<file path="src/rtl/sar_ram.sv">
// ----------------------------------------------------------------------------
// sar_ram
// generic simple dual-port ram, one write and one registered read per cycle
// ----------------------------------------------------------------------------
`default_nettype none

module sar_ram #(
    parameter int WIDTH = 8,
    parameter int DEPTH = 16
) (
    input  logic                     clk,
    input  logic                     we,
    input  logic [$clog2(DEPTH)-1:0] waddr,
    input  logic [WIDTH-1:0]         wdata,
    input  logic                     re,
    input  logic [$clog2(DEPTH)-1:0] raddr,
    output logic [WIDTH-1:0]         rdata
);

    logic [WIDTH-1:0] mem [DEPTH];
    logic [WIDTH-1:0] rdata_reg;

    always_ff @(posedge clk)
    begin
        if (we)
        begin
            mem[waddr] <= wdata;
        end
        if (re)
        begin
            rdata_reg <= mem[raddr];
        end
    end

    assign rdata = rdata_reg;

endmodule

`default_nettype wire

</file>
<file path="config.mk">
export PLATFORM = sky130hd
export DESIGN_NAME = sar_ram
export DESIGN_NICKNAME = d
export VERILOG_FILES = /design/src/rtl/sar_ram.sv
export SDC_FILE = /design/constraint.sdc
export NUM_CORES = 1
export LEC_CHECK = 0
export ABC_AREA = 1
export BUFFER_PORTS_ARGS = -buffer_cell sky130_fd_sc_hd__clkbuf_2
export CORE_MARGIN = 1.5
export CORE_UTILIZATION = 61
export DETAILED_ROUTE_END_ITERATION = 12
export PLACE_DENSITY = 0.79
export RECOVER_POWER = 25
export SYNTH_ARGS = -nofsm -noshare
export SYNTH_HDL_FRONTEND = slang
export SYNTH_SLANG_ARGS = --single-unit
</file>
<file path="constraint.sdc">
create_clock -name clk -period 1.4 [get_ports clk]
set_input_delay 0.28 -clock clk [delete_from_list [all_inputs] [get_ports clk]]
set_output_delay 0.28 -clock clk [all_outputs]
set_load 0.03 [all_outputs]
</file>
==> results.md <==
- The run finished, with violations left.
- The checks that failed: negative setup slack.
- The number of setup violations in the final report is 1.
- In this run the number of H-tree levels came out at 4.
- The share of the Yosys chip area taken by registers is 0.698.
- The critical path in this run is classified as register to output pin.
- The startpoint kind of the worst setup timing path is a register.
- The post-route DRC violation count is 0.
- The leakage power figure is a little under 3 nW.
- At the pin with the least slew margin, the transition time is between 0.8 and 0.9 ns.
- The clock passes through at most 2 buffers.
- Global routing finished with a remaining overflow of 0.
- The number of different library cells used by synthesis comes to 11.
- The path category of the worst min-delay check is primary input to register.
- The first global-routing pass estimated approximately 22,000 µm of wire.
- Leaving out fill and tap cells, the most frequent cell in the layout is nand2_1.
- The number of flip-flops in the largest register is 128.
- The time the worst path needs with I/O delays and setup is around 1.4 ns.
- The CTS sink count is between 100 and 150.
- After layout, the worst setup slack is -0.00889 ns.
- The dominant delay contributor by cell family on the critical path is flip-flops.
- The final route contains between 4,000 and 5,000 vias.
- The initialized floorplan defines 35 standard-cell rows.
- The max-capacitance violation count is 0.
- The number of hold violations in the final report is 0.
- The remaining antenna violation count is 0.
- The critical path goes through buf_8.
- The final non-filler cell area is 0.00682 mm².
- The congestion estimate from routability-driven global placement came to 0.833.
- The average wire per standard cell is between 15 and 20 µm.
- The highest-delay cell along the critical path is edfxtp_1.
- The clock arrives with roughly 0.0067 ns of skew.
- Summed over all failing endpoints, the final setup total negative slack is -0.00889 ns.
- In this run the clock root is driven by a clkbuf_8.
- The later-pin clock latency in the skew report is roughly 0.52 ns.
- The first routing iteration left ~800 violations.
- After detailed routing, the total wire length is 14,200 µm.
- The vertical die dimension is just over 100 µm.
- Across every metal layer, demand over resource in global routing totals 0.303.
- Data on the critical path arrives at its endpoint at between 1 and 1.5 ns.
- STA puts the critical path data required time at about 1.1 ns.
- Of the cells placed in the final design, the portion with a size suffix greater than 1 is 0.123.
- The worst-case vdd ir drop is roughly 900 µV.
- The count of buffers added on input and output ports is 26.
- The length of the first detailed-routing pass in iterations is 6.
- The initial utilization of the core area, before any placement, comes to 0.630.
- Of the available clock period, the critical path in the final layout requires 1.01.
- The final count of pins violating max slew was 0.
- The top-level port count is 27.
- The number of antenna violations at the first check in global routing is 0.
- The headroom to the max-slew limit is 0.416.
- The CTS clock-pin slew for the worst setup and hold paths is 0.06 ns.
- Static timing analysis puts the maximum clock frequency at roughly 700 MHz.
- The final worst hold slack is 0.259 ns.
- In the final design database the tool counted between 600 and 700 nets.
- Timing analysis after detailed placement gives a worst setup slack of -0.109 ns.
- Together, buffers and inverters on the worst path number 1.
- The synthesis warning total is 0.
- The clock tree from TritonCTS is done.
- The power density over the cells is 1380 mW/mm².
- On the worst path, the slowest cell contributes a delay of 0.44 ns.
- The half-perimeter wire length after placement is between 8000 and 9000 µm.
- Setup repair after global routing could not meet its margin everywhere.
- The placeable core region is approximately 0.0093 mm².
- The library cells used most frequently in the layout, excluding fill and tap cells, are nand2_1, edfxtp_1, inv_1.
- The area of the die is a little over 0.01 mm².
- The via count of the first global-routing pass is roughly 4,200.
- The critical path endpoint category is an output pin.
- Summing every instance area after synthesis gives 0.00585 mm².
- The synthesized netlist cell count is 551.
- The flop and latch count out of synthesis is 136.
- Of all nets on the critical path, the largest fanout is 1.
- Entering global routing, the biggest net connects between 50 and 60 pins.
- The synthesis-to-layout area growth is 16.7%.
- The number of buffers created by CTS is 17.
- The routed via count divided by cell count is ~5.7.
- Averaged over all synthesized cells, the footprint is 10.6 µm².
- The total nets after synthesis is between 500 and 600.
- The instance area at placement is 0.00622 mm².
- The die boundary width is a little over 100 µm.
- The repair_antennas step left the layout with diodes totalling 0.
[final timing paths]
path              start        to  slack (ns)  cells past startpoint
max            rdata[6]  rdata[6]      -0.009                      1
min                  re  rdata[2]        0.26                      1
max reg2reg  mem[10][7]  rdata[7]        0.17                      6
min reg2reg  mem[10][6]  rdata[6]        0.77                      6
[synth_stat cells (all sizes together)]
master,instances,area [µm²]
nand3,97,485
buf,24,166
edfxtp,136,4080
inv,102,383
nand2,173,649
nand3b,2,15.0
nor2,17,63.8
[cell type report]
| class | count | area [µm²] |
|---|---|---|
| sequential | 136 | 4080 |
| fill | 611 | 2460 |
| multi-input combinational | 289 | 1210 |
| timing repair buffer | 51 | 430 |
| clock buffer | 17 | 414 |
| inverter | 102 | 383 |
| tap | 129 | 161 |
| clock inverter | 14 | 135 |
[power by group]
| part | internal, W | leakage [nW] | switching (W) |
|---|---|---|---|
| sequential | 0.00459 | 1.24 | 0.0000337 |
| clock | 0.00250 | 0.262 | 0.00166 |
| combinational | 0.000202 | 1.45 | 0.000453 |
[metal layers]
layer / share of wire / track usage / vias up
li1: - / - / 1868
met1: 0.37 / 0.410 / 1969
met2: 0.49 / 0.478 / 301
met3: 0.11 / 0.0687 / 41
met4: 0.034 / 0.132 / 0
met5: 0 / 0 / -
[kinds of logic (layout without fill, tap and decap cells)]
kind of cell	count (synthesis)	in the layout	synth area share
and+or+nand+nor	289	289	0.208
DFF	136	136	0.698
buffers and inverters	126	184	0.0939
[what timing repair did]
item / 4_1_cts / 5_1_grt
hold buffers: 0 / 0
pin swaps: 0 / 0
hold endpoints to repair: 0 / 0
resized for setup: 11 / 9
endpoints found under the setup margin: 6 / 7
buffers inserted: 0 / 0
[metrics by stage]
step / instances / total power [W] / util
6_report: 738 / 0.00943 / 0.735
5_1_grt: 738 / 0.00964 / 0.735
4_1_cts: 738 / 0.00941 / 0.734
3_5_place_dp: 707 / 0.00531 / 0.670
3_3_place_gp: 707 / 0.00528 / 0.670
2_1_floorplan: 551 / 0.00505 / -
No activity file was read; power rests on OpenSTA's default activity.
